`src/rtl/core/tdcf_pkg.sv`:
```
// ----------------------------------------------------------------------------
// tdcf_pkg
// Shared codes, widths and types of the tracked drive command block
// ----------------------------------------------------------------------------
package tdcf_pkg;

   localparam int TIMEOUT_BITS = 16;
   localparam int MS_BITS      = 17;
   localparam int BURST_BITS   = 15;
   localparam int AMOUNT_BITS  = 32;

   localparam logic [TIMEOUT_BITS-1:0] TIMEOUT_RESET = 16'd500;
   localparam logic [BURST_BITS-1:0]   BURST_MAX     = 15'd32767;
   localparam logic [MS_BITS-1:0]      MS_MAX        = 17'h1FFFF;

   // request operations
   localparam logic [1:0] OP_COMMAND      = 2'd0;
   localparam logic [1:0] OP_TICK         = 2'd1;
   localparam logic [1:0] OP_UPDATE_START = 2'd2;
   localparam logic [1:0] OP_UPDATE_END   = 2'd3;

   // command targets
   localparam logic [2:0] TGT_TRACK  = 3'd0;
   localparam logic [2:0] TGT_TURRET = 3'd1;
   localparam logic [2:0] TGT_TILT   = 3'd2;
   localparam logic [2:0] TGT_FIRE   = 3'd3;

   // command directions
   localparam logic [3:0] DIR_FORWARD     = 4'd0;
   localparam logic [3:0] DIR_BACKWARD    = 4'd1;
   localparam logic [3:0] DIR_STOP        = 4'd2;
   localparam logic [3:0] DIR_TURN_LEFT   = 4'd3;
   localparam logic [3:0] DIR_TURN_RIGHT  = 4'd4;
   localparam logic [3:0] DIR_PIVOT_LEFT  = 4'd5;
   localparam logic [3:0] DIR_PIVOT_RIGHT = 4'd6;
   localparam logic [3:0] DIR_LEFT        = 4'd7;
   localparam logic [3:0] DIR_RIGHT       = 4'd8;
   localparam logic [3:0] DIR_DOWN        = 4'd9;
   localparam logic [3:0] DIR_ON          = 4'd10;
   localparam logic [3:0] DIR_OFF         = 4'd11;

   // bridge input levels
   localparam logic [1:0] BRIDGE_COAST = 2'd0;
   localparam logic [1:0] BRIDGE_FWD   = 2'd1;
   localparam logic [1:0] BRIDGE_REV   = 2'd2;

   // response status
   localparam logic [2:0] ST_APPLIED   = 3'd0;
   localparam logic [2:0] ST_BAD_DIR   = 3'd1;
   localparam logic [2:0] ST_UNKNOWN   = 3'd2;
   localparam logic [2:0] ST_DROPPED   = 3'd3;
   localparam logic [2:0] ST_NOT_CMD   = 3'd4;

   localparam int CHANNELS = 4;
   localparam int CH_LEFT   = 0;
   localparam int CH_RIGHT  = 1;
   localparam int CH_TURRET = 2;
   localparam int CH_TILT   = 3;

   typedef struct packed {
      logic [1:0]                    op;
      logic [2:0]                    target;
      logic [3:0]                    direction;
      logic signed [AMOUNT_BITS-1:0] amount;
   } req_item_type;

endpackage

```
`src/rtl/core/tdcf_if.sv`:
```
// ----------------------------------------------------------------------------
// tdcf interfaces
// Request, response and register write channels of the drive command block
// ----------------------------------------------------------------------------
interface tdcf_req_if
   import tdcf_pkg::*;
();
   logic                    valid;
   logic                    ready;
   logic [1:0]              op;
   logic [2:0]              target;
   logic [3:0]              direction;
   logic signed [AMOUNT_BITS-1:0] amount;

   modport source (output valid, output op, output target, output direction,
                   output amount, input ready);
   modport sink   (input valid, input op, input target, input direction,
                   input amount, output ready);
endinterface

interface tdcf_rsp_if #(parameter int DUTY_BITS = 8) ();
   logic                 valid;
   logic                 ready;
   logic [1:0]           left_track_dir;
   logic [DUTY_BITS-1:0] left_track_duty;
   logic [1:0]           right_track_dir;
   logic [DUTY_BITS-1:0] right_track_duty;
   logic [1:0]           turret_dir;
   logic [DUTY_BITS-1:0] turret_duty;
   logic [1:0]           tilt_dir;
   logic [DUTY_BITS-1:0] tilt_duty;
   logic                 fire_out;
   logic                 safe_flag;
   logic [2:0]           status;

   modport source (output valid, output left_track_dir, output left_track_duty,
                   output right_track_dir, output right_track_duty,
                   output turret_dir, output turret_duty, output tilt_dir,
                   output tilt_duty, output fire_out, output safe_flag,
                   output status, input ready);
   modport sink   (input valid, input left_track_dir, input left_track_duty,
                   input right_track_dir, input right_track_duty,
                   input turret_dir, input turret_duty, input tilt_dir,
                   input tilt_duty, input fire_out, input safe_flag,
                   input status, output ready);
endinterface

interface tdcf_csr_if
   import tdcf_pkg::*;
();
   logic                    valid;
   logic                    ready;
   logic [TIMEOUT_BITS-1:0] data;

   modport source (output valid, output data, input ready);
   modport sink   (input valid, input data, output ready);
endinterface

```
`src/rtl/core/tracked_drive_command_failsafe.sv`:
```
// ----------------------------------------------------------------------------
// tracked_drive_command_failsafe
// Drive command decoder with H-bridge state, fire burst and failsafe watchdog
// ----------------------------------------------------------------------------
// One request can be taken in every clock cycle while responses are taken. A
// request is held in the input register, and the decode and counter update
// then write the state and the status register, from which the response is
// driven. A response that is not taken holds the input register, and once
// that is full the request channel stalls too. That single decode plus the
// watchdog compare on the millisecond count sets the clock limit. The response
// carries the outputs after the request together with its status. The
// watchdog timeout resets to 500 ms and is written through the register
// channel, which is always ready. Duty width follows DUTY_BITS.
module tracked_drive_command_failsafe
   import tdcf_pkg::*;
#(
   parameter int DUTY_BITS = 8
) (
   input  logic       clock,
   input  logic       reset,
   tdcf_req_if.sink   req_chan,
   tdcf_rsp_if.source rsp_chan,
   tdcf_csr_if.sink   csr_chan
);

   logic         item_valid;
   req_item_type item;
   logic         advance;

   tdcf_req_stage u_req_stage (
      .clock      (clock),
      .reset      (reset),
      .req_chan   (req_chan),
      .advance    (advance),
      .item_valid (item_valid),
      .item       (item)
   );

   tdcf_engine #(
      .DUTY_BITS (DUTY_BITS)
   ) u_engine (
      .clock      (clock),
      .reset      (reset),
      .item_valid (item_valid),
      .item       (item),
      .advance    (advance),
      .rsp_chan   (rsp_chan),
      .csr_chan   (csr_chan)
   );

endmodule

```
`src/rtl/core/tdcf_req_stage.sv`:
```
// ----------------------------------------------------------------------------
// tdcf_req_stage
// Input register: holds one request until the engine takes it
// ----------------------------------------------------------------------------
module tdcf_req_stage
   import tdcf_pkg::*;
(
   input  logic            clock,
   input  logic            reset,
   tdcf_req_if.sink        req_chan,
   input  logic            advance,
   output logic            item_valid,
   output req_item_type    item
);

   logic         valid_ff;
   logic         valid_in;
   req_item_type item_ff;
   logic         load;

   assign req_chan.ready = !valid_ff || advance;
   assign load           = req_chan.valid && req_chan.ready;

   always_comb begin
      if (load) begin
         valid_in = 1'b1;
      end else if (advance) begin
         valid_in = 1'b0;
      end else begin
         valid_in = valid_ff;
      end
   end

   always_ff @(posedge clock) begin
      if (reset) begin
         valid_ff <= 1'b0;
      end else begin
         valid_ff <= valid_in;
      end
   end

   always_ff @(posedge clock) begin
      if (load) begin
         item_ff.op        <= req_chan.op;
         item_ff.target    <= req_chan.target;
         item_ff.direction <= req_chan.direction;
         item_ff.amount    <= req_chan.amount;
      end
   end

   assign item_valid = valid_ff;
   assign item       = item_ff;

endmodule

```
`src/rtl/core/tdcf_engine.sv`:
```
// ----------------------------------------------------------------------------
// tdcf_engine
// Drive state, watchdog, fire burst and response register
// ----------------------------------------------------------------------------
module tdcf_engine
   import tdcf_pkg::*;
#(
   parameter int DUTY_BITS = 8
) (
   input  logic            clock,
   input  logic            reset,
   input  logic            item_valid,
   input  req_item_type    item,
   output logic            advance,
   tdcf_rsp_if.source      rsp_chan,
   tdcf_csr_if.sink        csr_chan
);

   localparam logic [DUTY_BITS-1:0] DUTY_MAX = '1;

   logic [1:0]              dir_ff  [CHANNELS];
   logic [1:0]              dir_in  [CHANNELS];
   logic [DUTY_BITS-1:0]    duty_ff [CHANNELS];
   logic [DUTY_BITS-1:0]    duty_in [CHANNELS];
   logic                    fire_on_ff, fire_on_in;
   logic [BURST_BITS-1:0]   fire_rem_ff, fire_rem_in;
   logic [MS_BITS-1:0]      ms_ff, ms_in;
   logic                    safe_ff, safe_in;
   logic                    hold_ff, hold_in;
   logic [TIMEOUT_BITS-1:0] timeout_ff;
   logic [2:0]              status_ff, status_in;
   logic                    rsp_valid_ff;

   logic                    take;
   logic                    ok;
   logic [DUTY_BITS-1:0]    speed;
   logic [BURST_BITS-1:0]   burst;
   logic [MS_BITS-1:0]      ms_inc;
   logic [1:0]              speed_fwd;
   logic [1:0]              speed_rev;

   function automatic logic [DUTY_BITS-1:0] clamp_speed(
      input logic signed [AMOUNT_BITS-1:0] a);
      if (a[AMOUNT_BITS-1]) begin
         return '0;
      end else if (a[AMOUNT_BITS-2:0] > (AMOUNT_BITS-1)'(DUTY_MAX)) begin
         return DUTY_MAX;
      end else begin
         return a[DUTY_BITS-1:0];
      end
   endfunction

   function automatic logic [BURST_BITS-1:0] clamp_burst(
      input logic signed [AMOUNT_BITS-1:0] a);
      if (a[AMOUNT_BITS-1]) begin
         return '0;
      end else if (|a[AMOUNT_BITS-2:BURST_BITS]) begin
         return BURST_MAX;
      end else begin
         return a[BURST_BITS-1:0];
      end
   endfunction

   assign advance = !rsp_valid_ff || rsp_chan.ready;
   assign take    = item_valid && advance;

   assign speed     = clamp_speed(item.amount);
   assign burst     = clamp_burst(item.amount);
   assign ms_inc    = (ms_ff == MS_MAX) ? ms_ff : ms_ff + 1'b1;
   assign speed_fwd = (speed == '0) ? BRIDGE_COAST : BRIDGE_FWD;
   assign speed_rev = (speed == '0) ? BRIDGE_COAST : BRIDGE_REV;

   always_comb begin
      for (int i = 0; i < CHANNELS; i++) begin
         dir_in[i]  = dir_ff[i];
         duty_in[i] = duty_ff[i];
      end
      fire_on_in  = fire_on_ff;
      fire_rem_in = fire_rem_ff;
      ms_in       = ms_ff;
      safe_in     = safe_ff;
      hold_in     = hold_ff;
      status_in   = ST_NOT_CMD;
      ok          = 1'b1;

      case (item.op)
         OP_COMMAND: begin
            if (hold_ff) begin
               status_in = ST_DROPPED;
            end else if (item.target > TGT_FIRE) begin
               status_in = ST_UNKNOWN;
            end else begin
               case (item.target)
                  TGT_TRACK: begin
                     case (item.direction)
                        DIR_FORWARD: begin
                           dir_in[CH_LEFT]  = speed_fwd; duty_in[CH_LEFT]  = speed;
                           dir_in[CH_RIGHT] = speed_fwd; duty_in[CH_RIGHT] = speed;
                        end
                        DIR_BACKWARD: begin
                           dir_in[CH_LEFT]  = speed_rev; duty_in[CH_LEFT]  = speed;
                           dir_in[CH_RIGHT] = speed_rev; duty_in[CH_RIGHT] = speed;
                        end
                        DIR_STOP: begin
                           dir_in[CH_LEFT]  = BRIDGE_COAST; duty_in[CH_LEFT]  = '0;
                           dir_in[CH_RIGHT] = BRIDGE_COAST; duty_in[CH_RIGHT] = '0;
                        end
                        DIR_TURN_LEFT: begin
                           dir_in[CH_LEFT]  = BRIDGE_COAST; duty_in[CH_LEFT]  = '0;
                           dir_in[CH_RIGHT] = speed_fwd;    duty_in[CH_RIGHT] = speed;
                        end
                        DIR_TURN_RIGHT: begin
                           dir_in[CH_LEFT]  = speed_fwd;    duty_in[CH_LEFT]  = speed;
                           dir_in[CH_RIGHT] = BRIDGE_COAST; duty_in[CH_RIGHT] = '0;
                        end
                        DIR_PIVOT_LEFT: begin
                           dir_in[CH_LEFT]  = speed_rev; duty_in[CH_LEFT]  = speed;
                           dir_in[CH_RIGHT] = speed_fwd; duty_in[CH_RIGHT] = speed;
                        end
                        DIR_PIVOT_RIGHT: begin
                           dir_in[CH_LEFT]  = speed_fwd; duty_in[CH_LEFT]  = speed;
                           dir_in[CH_RIGHT] = speed_rev; duty_in[CH_RIGHT] = speed;
                        end
                        default: begin
                           ok = 1'b0;
                        end
                     endcase
                  end
                  TGT_TURRET: begin
                     case (item.direction)
                        DIR_LEFT: begin
                           dir_in[CH_TURRET] = speed_rev; duty_in[CH_TURRET] = speed;
                        end
                        DIR_RIGHT: begin
                           dir_in[CH_TURRET] = speed_fwd; duty_in[CH_TURRET] = speed;
                        end
                        DIR_STOP: begin
                           dir_in[CH_TURRET] = BRIDGE_COAST; duty_in[CH_TURRET] = '0;
                        end
                        default: begin
                           ok = 1'b0;
                        end
                     endcase
                  end
                  TGT_TILT: begin
                     case (item.direction)
                        DIR_DOWN: begin
                           dir_in[CH_TILT] = speed_fwd; duty_in[CH_TILT] = speed;
                        end
                        DIR_STOP: begin
                           dir_in[CH_TILT] = BRIDGE_COAST; duty_in[CH_TILT] = '0;
                        end
                        default: begin
                           ok = 1'b0;
                        end
                     endcase
                  end
                  default: begin
                     case (item.direction)
                        DIR_ON: begin
                           fire_on_in  = 1'b1;
                           fire_rem_in = burst;
                        end
                        DIR_OFF: begin
                           fire_on_in  = 1'b0;
                           fire_rem_in = '0;
                        end
                        default: begin
                           ok = 1'b0;
                        end
                     endcase
                  end
               endcase
               ms_in     = '0;
               safe_in   = 1'b0;
               status_in = ok ? ST_APPLIED : ST_BAD_DIR;
            end
         end
         OP_TICK: begin
            ms_in = ms_inc;
            // watchdog expiry
            if (!safe_ff && (ms_inc > {1'b0, timeout_ff})) begin
               for (int i = 0; i < CHANNELS; i++) begin
                  dir_in[i]  = BRIDGE_COAST;
                  duty_in[i] = '0;
               end
               fire_on_in  = 1'b0;
               fire_rem_in = '0;
               safe_in     = 1'b1;
            end
            // burst countdown
            if (fire_on_in) begin
               if (fire_rem_in <= BURST_BITS'(1)) begin
                  fire_on_in  = 1'b0;
                  fire_rem_in = '0;
               end else begin
                  fire_rem_in = fire_rem_in - 1'b1;
               end
            end
         end
         OP_UPDATE_START: begin
            if (!safe_ff) begin
               for (int i = 0; i < CHANNELS; i++) begin
                  dir_in[i]  = BRIDGE_COAST;
                  duty_in[i] = '0;
               end
               fire_on_in  = 1'b0;
               fire_rem_in = '0;
            end
            safe_in = 1'b1;
            hold_in = 1'b1;
         end
         default: begin
            hold_in = 1'b0;
         end
      endcase
   end

   always_ff @(posedge clock) begin
      if (reset) begin
         for (int i = 0; i < CHANNELS; i++) begin
            dir_ff[i]  <= BRIDGE_COAST;
            duty_ff[i] <= '0;
         end
         fire_on_ff  <= 1'b0;
         fire_rem_ff <= '0;
         ms_ff       <= '0;
         safe_ff     <= 1'b1;
         hold_ff     <= 1'b0;
      end else if (take) begin
         for (int i = 0; i < CHANNELS; i++) begin
            dir_ff[i]  <= dir_in[i];
            duty_ff[i] <= duty_in[i];
         end
         fire_on_ff  <= fire_on_in;
         fire_rem_ff <= fire_rem_in;
         ms_ff       <= ms_in;
         safe_ff     <= safe_in;
         hold_ff     <= hold_in;
      end
   end

   always_ff @(posedge clock) begin
      if (reset) begin
         rsp_valid_ff <= 1'b0;
      end else if (take) begin
         rsp_valid_ff <= 1'b1;
      end else if (rsp_chan.ready) begin
         rsp_valid_ff <= 1'b0;
      end
   end

   always_ff @(posedge clock) begin
      if (take) begin
         status_ff <= status_in;
      end
   end

   always_ff @(posedge clock) begin
      if (reset) begin
         timeout_ff <= TIMEOUT_RESET;
      end else if (csr_chan.valid) begin
         timeout_ff <= csr_chan.data;
      end
   end

   assign csr_chan.ready = 1'b1;

   // response fields come straight from the state, which only moves on take
   assign rsp_chan.valid            = rsp_valid_ff;
   assign rsp_chan.left_track_dir   = dir_ff[CH_LEFT];
   assign rsp_chan.left_track_duty  = duty_ff[CH_LEFT];
   assign rsp_chan.right_track_dir  = dir_ff[CH_RIGHT];
   assign rsp_chan.right_track_duty = duty_ff[CH_RIGHT];
   assign rsp_chan.turret_dir       = dir_ff[CH_TURRET];
   assign rsp_chan.turret_duty      = duty_ff[CH_TURRET];
   assign rsp_chan.tilt_dir         = dir_ff[CH_TILT];
   assign rsp_chan.tilt_duty        = duty_ff[CH_TILT];
   assign rsp_chan.fire_out         = fire_on_ff;
   assign rsp_chan.safe_flag        = safe_ff;
   assign rsp_chan.status           = status_ff;

   // state only moves when a request is taken
   a_state_held: assert property (@(posedge clock) disable iff (reset)
      !take |=> $stable(safe_ff) && $stable(hold_ff) && $stable(ms_ff)
                && $stable(fire_on_ff) && $stable(fire_rem_ff))
      else $error("drive state changed without a request");

   // safe state means everything is stopped
   a_safe_stopped: assert property (@(posedge clock) disable iff (reset)
      safe_ff |-> !fire_on_ff && (duty_ff[CH_LEFT] == '0) && (duty_ff[CH_RIGHT] == '0)
                  && (duty_ff[CH_TURRET] == '0) && (duty_ff[CH_TILT] == '0))
      else $error("safe state with an output still driven");

   // zero duty always coasts the bridge
   a_zero_coast: assert property (@(posedge clock) disable iff (reset)
      ((duty_ff[CH_LEFT] == '0) == (dir_ff[CH_LEFT] == BRIDGE_COAST))
      && ((duty_ff[CH_RIGHT] == '0) == (dir_ff[CH_RIGHT] == BRIDGE_COAST))
      && ((duty_ff[CH_TURRET] == '0) == (dir_ff[CH_TURRET] == BRIDGE_COAST))
      && ((duty_ff[CH_TILT] == '0) == (dir_ff[CH_TILT] == BRIDGE_COAST)))
      else $error("bridge direction does not match duty");

   // commands during an update change nothing
   a_hold_drops: assert property (@(posedge clock) disable iff (reset)
      take && hold_ff && (item.op == OP_COMMAND)
      |=> $stable(ms_ff) && $stable(safe_ff) && $stable(fire_on_ff)
          && (status_ff == ST_DROPPED))
      else $error("command acted on during update hold");

endmodule

```
`src/flat_wrapper.sv`:
```
// flat-port wrapper written by rule: the top's interface ports become plain ports
module tracked_drive_command_failsafe_flat import tdcf_pkg::*;
#(
   parameter int DUTY_BITS = 8
)
  (clock, reset, req_chan_valid, req_chan_op, req_chan_target, req_chan_direction, req_chan_amount, req_chan_ready, rsp_chan_valid, rsp_chan_left_track_dir, rsp_chan_left_track_duty, rsp_chan_right_track_dir, rsp_chan_right_track_duty, rsp_chan_turret_dir, rsp_chan_turret_duty, rsp_chan_tilt_dir, rsp_chan_tilt_duty, rsp_chan_fire_out, rsp_chan_safe_flag, rsp_chan_status, rsp_chan_ready, csr_chan_valid, csr_chan_data, csr_chan_ready);
  tdcf_req_if req_chan_i ();
  tdcf_rsp_if #(.DUTY_BITS(DUTY_BITS)) rsp_chan_i ();
  tdcf_csr_if csr_chan_i ();
  input  logic clock;
  input  logic reset;
  input wire logic [$bits(req_chan_i.valid)-1:0] req_chan_valid;
  input wire logic [$bits(req_chan_i.op)-1:0] req_chan_op;
  input wire logic [$bits(req_chan_i.target)-1:0] req_chan_target;
  input wire logic [$bits(req_chan_i.direction)-1:0] req_chan_direction;
  input wire logic [$bits(req_chan_i.amount)-1:0] req_chan_amount;
  output wire logic [$bits(req_chan_i.ready)-1:0] req_chan_ready;
  output wire logic [$bits(rsp_chan_i.valid)-1:0] rsp_chan_valid;
  output wire logic [$bits(rsp_chan_i.left_track_dir)-1:0] rsp_chan_left_track_dir;
  output wire logic [$bits(rsp_chan_i.left_track_duty)-1:0] rsp_chan_left_track_duty;
  output wire logic [$bits(rsp_chan_i.right_track_dir)-1:0] rsp_chan_right_track_dir;
  output wire logic [$bits(rsp_chan_i.right_track_duty)-1:0] rsp_chan_right_track_duty;
  output wire logic [$bits(rsp_chan_i.turret_dir)-1:0] rsp_chan_turret_dir;
  output wire logic [$bits(rsp_chan_i.turret_duty)-1:0] rsp_chan_turret_duty;
  output wire logic [$bits(rsp_chan_i.tilt_dir)-1:0] rsp_chan_tilt_dir;
  output wire logic [$bits(rsp_chan_i.tilt_duty)-1:0] rsp_chan_tilt_duty;
  output wire logic [$bits(rsp_chan_i.fire_out)-1:0] rsp_chan_fire_out;
  output wire logic [$bits(rsp_chan_i.safe_flag)-1:0] rsp_chan_safe_flag;
  output wire logic [$bits(rsp_chan_i.status)-1:0] rsp_chan_status;
  input wire logic [$bits(rsp_chan_i.ready)-1:0] rsp_chan_ready;
  input wire logic [$bits(csr_chan_i.valid)-1:0] csr_chan_valid;
  input wire logic [$bits(csr_chan_i.data)-1:0] csr_chan_data;
  output wire logic [$bits(csr_chan_i.ready)-1:0] csr_chan_ready;
  assign req_chan_i.valid = req_chan_valid;
  assign req_chan_i.op = req_chan_op;
  assign req_chan_i.target = req_chan_target;
  assign req_chan_i.direction = req_chan_direction;
  assign req_chan_i.amount = req_chan_amount;
  assign req_chan_ready = req_chan_i.ready;
  assign rsp_chan_valid = rsp_chan_i.valid;
  assign rsp_chan_left_track_dir = rsp_chan_i.left_track_dir;
  assign rsp_chan_left_track_duty = rsp_chan_i.left_track_duty;
  assign rsp_chan_right_track_dir = rsp_chan_i.right_track_dir;
  assign rsp_chan_right_track_duty = rsp_chan_i.right_track_duty;
  assign rsp_chan_turret_dir = rsp_chan_i.turret_dir;
  assign rsp_chan_turret_duty = rsp_chan_i.turret_duty;
  assign rsp_chan_tilt_dir = rsp_chan_i.tilt_dir;
  assign rsp_chan_tilt_duty = rsp_chan_i.tilt_duty;
  assign rsp_chan_fire_out = rsp_chan_i.fire_out;
  assign rsp_chan_safe_flag = rsp_chan_i.safe_flag;
  assign rsp_chan_status = rsp_chan_i.status;
  assign rsp_chan_i.ready = rsp_chan_ready;
  assign csr_chan_i.valid = csr_chan_valid;
  assign csr_chan_i.data = csr_chan_data;
  assign csr_chan_ready = csr_chan_i.ready;
  tracked_drive_command_failsafe #(.DUTY_BITS(DUTY_BITS)) u_core (.clock(clock), .reset(reset), .req_chan(req_chan_i), .rsp_chan(rsp_chan_i), .csr_chan(csr_chan_i));
endmodule
```
`config.mk`:
```
export PLATFORM = sky130hd
export DESIGN_NAME = tracked_drive_command_failsafe_flat
export DESIGN_NICKNAME = d
export VERILOG_FILES = /design/src/rtl/core/tdcf_pkg.sv /design/src/rtl/core/tdcf_if.sv /design/src/rtl/core/tracked_drive_command_failsafe.sv /design/src/rtl/core/tdcf_req_stage.sv /design/src/rtl/core/tdcf_engine.sv /design/src/flat_wrapper.sv
export SDC_FILE = /design/constraint.sdc
export NUM_CORES = 1
export LEC_CHECK = 0
export BUFFER_PORTS_ARGS = -buffer_cell sky130_fd_sc_hd__clkbuf_2
export CORE_MARGIN = 8
export CORE_UTILIZATION = 57
export CTS_CLUSTER_DIAMETER = 80
export CTS_CLUSTER_SIZE = 24
export DETAILED_ROUTE_END_ITERATION = 6
export PLACE_DENSITY = 0.8
export SLEW_MARGIN = 10
export SYNTH_ARGS = -nofsm -noshare
export SYNTH_HDL_FRONTEND = slang
export SYNTH_HIERARCHICAL = 1
export SYNTH_SLANG_ARGS = --single-unit
export TNS_END_PERCENT = 100
```
`constraint.sdc`:
```
create_clock -name clock -period 4.9 [get_ports clock]
set_input_delay 0.98 -clock clock [delete_from_list [all_inputs] [get_ports clock]]
set_output_delay 0.98 -clock clock [all_outputs]
set_load 0.02 [all_outputs]
```
==> impl_metrics.ini, run 1 <==
[outcome]
status = finished clean

[clocking]
htree_num_levels = 4
clkTransAtPathRegs_ns = 0.05
cts.sinks = 136
clkLatencyLatePin_ns = 0.41
clockBufferDepth = 2
cts_made_buffers = 17
root_buffer = clkbuf_16
cts_tree = built

[yosys]
syn_area_um2 = 6780
seq_area_frac_synth = 0.524
syn_avg_cell_area_um2 = 10.5
synth_cells = 648
synth_cell_types = 74
synth-seq-cells = 136
synthFlopType = edfxtp_1
yosysMostFrequentCell = nor2_1
synth-edff-count = 83
synth_top_cell_by_area = edfxtp_1
synth_area_leaders = edfxtp_1, dfxtp_1, nor2_1
synth_async_sr_flop_share = 0
synth_top_cell_area_share = 0.368
synth_common_cells = nor2_1, edfxtp_1, nand2_1
synth_nets = 733
yosys_warnings = 6

[run]
maxCapViolCount = 0

[timing]
setup_viol = 0
finalWorstSetupSlack_ns = 0.307
finalCritPeriodShare = 0.937
finalHoldViolCount = 0
tightest_slew_ns = 0.953
min_period_ns = 4.59
slew_viol_final = 0
relSlewSlack = 0.363
fmax_mhz = 218
skew_ns = 0.00741
whs_ns = 0.492

[pwr]
pwr-share-seq = 0.480
sw_frac_of_total = 0.245
p_int_mw = 2.05
pwr-share-comb = 0.094
powerDensity_nw_per_um2 = 343
switchingPower_uw = 666
ir_drop_mv = 0.229
power.leakage_nw = 3.22
clock_power_share = 0.425

[global_routing]
overflow = 0
grt_pass1_wl_um = 25500
antenna_found_initial = 0
grt_max_degree = 46
track_usage = 0.201
grt_pass1_vias = 5260

[floorplan]
num_rows = 40
start_util = 0.574
die_w_um = 125
die_height_um = 125
pin_count = 110
core_area_um2 = 11800
dieArea_um2 = 15600

[route]
drc_errors = 0
wl_met1_um = 6450
wl_per_cell_um = 17.6
antenna_left = 0
dr.pass1.iters = 6
routed_via_density = 5.97
drt_iter0_drc = 642
finalWirelength_um = 16000
num_vias = 5414
top_layer = met4
wl_met3_um = 1050
met2_length_um = 8050

[final_layout]
antenna_cells = 0
fin_nets = 832
layout-drive-gt1-share = 0.237
nFillCells = 894
area_growth_pct = 17.0

[worst_setup_path]
crit_type = reg -> reg
critPathCaptureType = flip-flop
arrival_ns = 4.90
startpoint = u_core/u_engine/ms_ff[0]
cp-start-kind = flip-flop
worstPathMaxFanout = 20
r2r-start = u_core/u_engine/ms_ff[0]
critPathRequiredTime_ns = 5.21

[hold_path]
min-delay-start = u_core/u_engine/fire_rem_ff[14]
hold_path_class = reg -> reg

[placement]
dp_hpwl_um = 11600
post-place-ws_ns = 0.307
gp_routability_congestion = 0.900
port_buffers = 107
-- metrics by stage --
| stage | area [um2] | total power, mW | instances | setup TNS, ns | util |
|---|---|---|---|---|---|
| floorplan | 6780 | 1.50 | 648 | 0 | - |
| global placement | 7340 | 1.57 | 874 | 0 | 0.622 |
| detailed placement | 7340 | 1.58 | 874 | 0 | 0.622 |
| CTS | 7880 | 2.74 | 906 | 0 | 0.667 |
| global route | 7930 | 2.82 | 907 | -0.00195 | 0.671 |
| finish | 7930 | 2.72 | 907 | 0 | 0.671 |
-- area by class of cell --
cell class	count	area, um2	area share
timing repair buffer	113	581	0.0732
clock inverter	13	106	0.0134
inverter	34	128	0.0161
multi-input combinational	445	2940	0.371
clock buffer	19	433	0.0546
tap	147	184	0.0232
sequential	136	3550	0.448
-- cell families (layout without fill, tap and decap cells) --
group / after synthesis / in the layout / share of synthesized area
other: 2 / 2 / 0.00111
muxes: 13 / 13 / 0.0196
adders and majority gates: 23 / 23 / 0.0425
AOI/OAI and AO/OA: 154 / 154 / 0.165
and+or+nand+nor: 237 / 237 / 0.179
xor gates and xnor gates: 16 / 16 / 0.0207
buffers and inverters: 67 / 179 / 0.0473
DFF: 136 / 136 / 0.524
-- power groups by stage --
stage | registers (mW) | logic [mW] | clock network (mW)
6_report | 1.31 | 0.257 | 1.16
5_1_grt | 1.31 | 0.279 | 1.23
4_1_cts | 1.31 | 0.255 | 1.18
3_5_place_dp | 1.33 | 0.253 | 0
3_3_place_gp | 1.33 | 0.246 | 0
2_1_floorplan | 1.34 | 0.153 | 0
-- layer usage --
metal  vias up  global-route usage
met5         -                   0
met3        39              0.0544
met4         0              0.0953
met1      2587               0.228
met2       211               0.346
li1       2577                   -
-- worst paths after layout --
path,end,slack (ns),cells past startpoint
setup / recovery,u_core/u_engine/fire_rem_ff[10],0.31,22
hold / removal,u_core/u_engine/fire_rem_ff[14],0.49,2
setup reg to reg,u_core/u_engine/fire_rem_ff[10],0.31,22
hold reg to reg,u_core/u_engine/fire_rem_ff[14],0.49,2
-- placed cells by master (no fill, tap or decap), drive strengths merged, types with 8 or more instances in the layout --
cell type  synthesis  routed
a41oi              8       8
o21ai             24      24
inv               33      34
nand2             63      63
dfxtp             53      53
a31oi             18      18
a311oi            10      10
nand4              8       8
clkbuf            17     126
mux2i             11      11
edfxtp            83      83
nor4              10      10
xor2               9       9
clkinv             1       8
o21a              15      15
a21oi             28      28
nor3              18      18
nor2              88      88
nand3             14      14
ha                23      23
o211ai            12      12
-- state kept, by name (all words and copies together), names as in the netlist --
name,cells
u_core/u_req_stage/item,41
u_core/u_engine/duty_ff,32
u_core/u_engine/ms_ff,17
u_core/u_engine/timeout_ff,16
u_core/u_engine/fire_rem_ff,15
u_core/u_engine/dir_ff,7
u_core/u_engine/rsp_chan.status,3
u_core/u_engine/hold_ff,1
u_core/u_engine/rsp_chan.fire_out,1
u_core/u_engine/rsp_chan.safe_flag,1
u_core/u_engine/rsp_chan.valid,1
u_core/u_req_stage/item_valid,1
-- worst max-delay path, stage by stage (launching register included) --
cell	delay (ns)
dfxtp_1	0.43
ha_2	0.28
nand3_1	0.15
nor3_4	0.23
nand2_2	0.17
nand4_4	0.23
nor2_1	0.10
xor2_1	0.15
ha_1	0.31
nand3_2	0.11
nor4_2	0.33
o21ai_1	0.14
nand4_1	0.20
nand2_1	0.15
nand2_1	0.12
inv_1	0.05
ha_1	0.18
o211ai_1	0.24
nor2_2	0.09
nand2_1	0.12
and2_4	0.29
a31oi_1	0.13
o32ai_1	0.30
-- repair_timing --
item                                    4_1_cts  5_1_grt
gates resized for setup                       0        9
endpoints found under the setup margin        0        8
hold buffers                                  0        0
setup buffers                                 0        1
No activity file was read; power rests on OpenSTA's default activity.
==> run 2, diff against run 1 <==
--- a/config.mk
+++ b/config.mk
@@ -11,8 +11,9 @@
 export CTS_CLUSTER_DIAMETER = 80
 export CTS_CLUSTER_SIZE = 24
 export DETAILED_ROUTE_END_ITERATION = 6
+export MAX_ROUTING_LAYER = met4
 export PLACE_DENSITY = 0.8
-export SLEW_MARGIN = 10
+export SLEW_MARGIN = 20
 export SYNTH_ARGS = -nofsm -noshare
 export SYNTH_HDL_FRONTEND = slang
 export SYNTH_HIERARCHICAL = 1
==> run 2 against run 1 <==
Effect of this change:
- worst hold slack got worse by 0.00098 ns
- combinational power increased by 2%
- highest routed layer unchanged
- via count increased by 0.76%
- die area unchanged
- total power increased by 1.6%
==> impl_metrics.ini, run 2 (synthesis results as in run 1) <==
[pwr]
powerDensity_nw_per_um2 = 347
power_mw = 2.76
power.leakage_nw = 3.24
ir_drop_mv = 0.267

[floorplan]
num_rows = 40
die_w_um = 125
die_height_um = 125
core_area_um2 = 11800
dieArea_um2 = 15600
pin_count = 110
start_util = 0.574

[timing]
skew_ns = 0.00783
fin_setup_tns_ns = 0
finalWorstSetupSlack_ns = 0.339
min_period_ns = 4.56
whs_ns = 0.491
rsz0062_at_grt = no
slew_viol_final = 0
finalHoldViolCount = 0
fmax_mhz = 219
finalCritPeriodShare = 0.931
tightest_slew_ns = 0.961
relSlewSlack = 0.357
setup_viol = 0

[placement]
gp_routability_congestion = 0.921
dp_hpwl_um = 11500
port_buffers = 107
post-place-ws_ns = 0.272

[hold_path]
hold_path_class = reg -> reg
min_to = u_core/u_engine/fire_rem_ff[11]
worstHoldPathCells = 2
min-delay-start = u_core/u_engine/fire_rem_ff[11]

[route]
drt_iter0_drc = 649
antenna_left = 0
dr.pass1.iters = 5
wl_per_cell_um = 17.9
drc_errors = 0
num_vias = 5455
routed_via_density = 6.01
finalWirelength_um = 16300

[final_layout]
final_cell_mix = clkbuf_2, nor2_1, edfxtp_1
fin_nets = 833
area_growth_pct = 17.4
largest_register_ffs = 41
utilization = 0.673
layout-drive-gt1-share = 0.244
layout_commonest_cell = clkbuf_2
antenna_cells = 0

[run]
maxCapViolCount = 0

[clocking]
cts.sinks = 136
cts_hold_buffers = 0
root_buffer = clkbuf_16
htree_num_levels = 4
cts_made_buffers = 17
clockBufferDepth = 2
clkLatencyLatePin_ns = 0.42
cts_tree = built
clkTransAtPathRegs_ns = 0.06

[global_routing]
antenna_found_initial = 0
grt_max_degree = 46
grt_pass1_vias = 5300
overflow = 0
grt_pass1_wl_um = 26100
track_usage = 0.212

[worst_setup_path]
arrival_ns = 4.85
crit_type = reg -> reg
critPathRequiredTime_ns = 5.18
r2r-start = u_core/u_engine/ms_ff[5]
critPathCaptureType = flip-flop
reg2reg_to = u_core/u_engine/fire_rem_ff[14]
cp-start-kind = flip-flop
r2r_slack_ns = 0.34
ff2ff_path_depth = 20
worstPathMaxFanout = 12

[outcome]
status = finished clean
[run 2: where the power goes]
part,switching (mW),internal (mW),total [mW]
clock network,0.497,0.699,1.20
registers,0.0321,1.27,1.31
logic,0.171,0.0902,0.261
total,0.700,2.06,2.76
[run 2: worst max path at each step]
stage,from,to,slack [ns],depth (start not counted)
6_report,u_core/u_engine/ms_ff[5],u_core/u_engine/fire_rem_ff[14],0.34,20
3_3_place_gp,u_core/u_engine/ms_ff[0],u_core/u_engine/fire_rem_ff[14],0.53,22
4_1_cts,u_core/u_engine/ms_ff[0],u_core/u_engine/fire_rem_ff[14],0.20,21
2_1_floorplan,u_core/u_engine/ms_ff[0],u_core/u_engine/fire_rem_ff[14],0.73,22
3_5_place_dp,u_core/u_engine/ms_ff[0],u_core/u_engine/fire_rem_ff[14],0.27,22
5_1_grt,u_core/u_engine/ms_ff[5],u_core/u_engine/fire_rem_ff[14],0.01,20
[run 2: cell type report]
cell class / count / area (um2)
fillers: 889 / 3860
flip-flops and latches: 136 / 3560
multi-input cells: 446 / 2950
repair buffers: 113 / 581
clock buffers: 18 / 429
well taps: 147 / 184
inverters: 34 / 128
clock inverters: 14 / 124
[run 2: routing by layer]
metal  up-vias  routed length, um  global-route usage
li1       2582                  -                   -
met1      2573               6710               0.240
met2       258               8030               0.342
met3        42                973              0.0531
met4         0                537               0.114
met5         -                  0                   -
[run 2: worst max-delay path, stage by stage, from the launching register on]
cell	delay, ns
dfxtp_1	0.46
nand4_4	0.16
nor3_4	0.37
nand2_2	0.20
nand4_4	0.23
nor2_1	0.10
xor2_1	0.15
ha_1	0.32
nand3_2	0.14
nor4_4	0.31
o21ai_1	0.13
nand4_1	0.20
nand2_1	0.15
nand2_1	0.13
ha_1	0.19
nand2_1	0.16
nor3_4	0.27
nand2_1	0.13
or3_1	0.33
a31oi_1	0.19
o32ai_1	0.10
[run 2: through the flow]
stage,std cells,area [um2]
detailed placement,874,7340
global placement,874,7340
global route,908,7950
floorplan,648,6780
CTS,906,7900
finish,908,7950
[run 2: what timing repair did]
action	4_1_cts	5_1_grt
resized for setup	0	9
buffers inserted	0	1
endpoints found under the setup margin	0	14
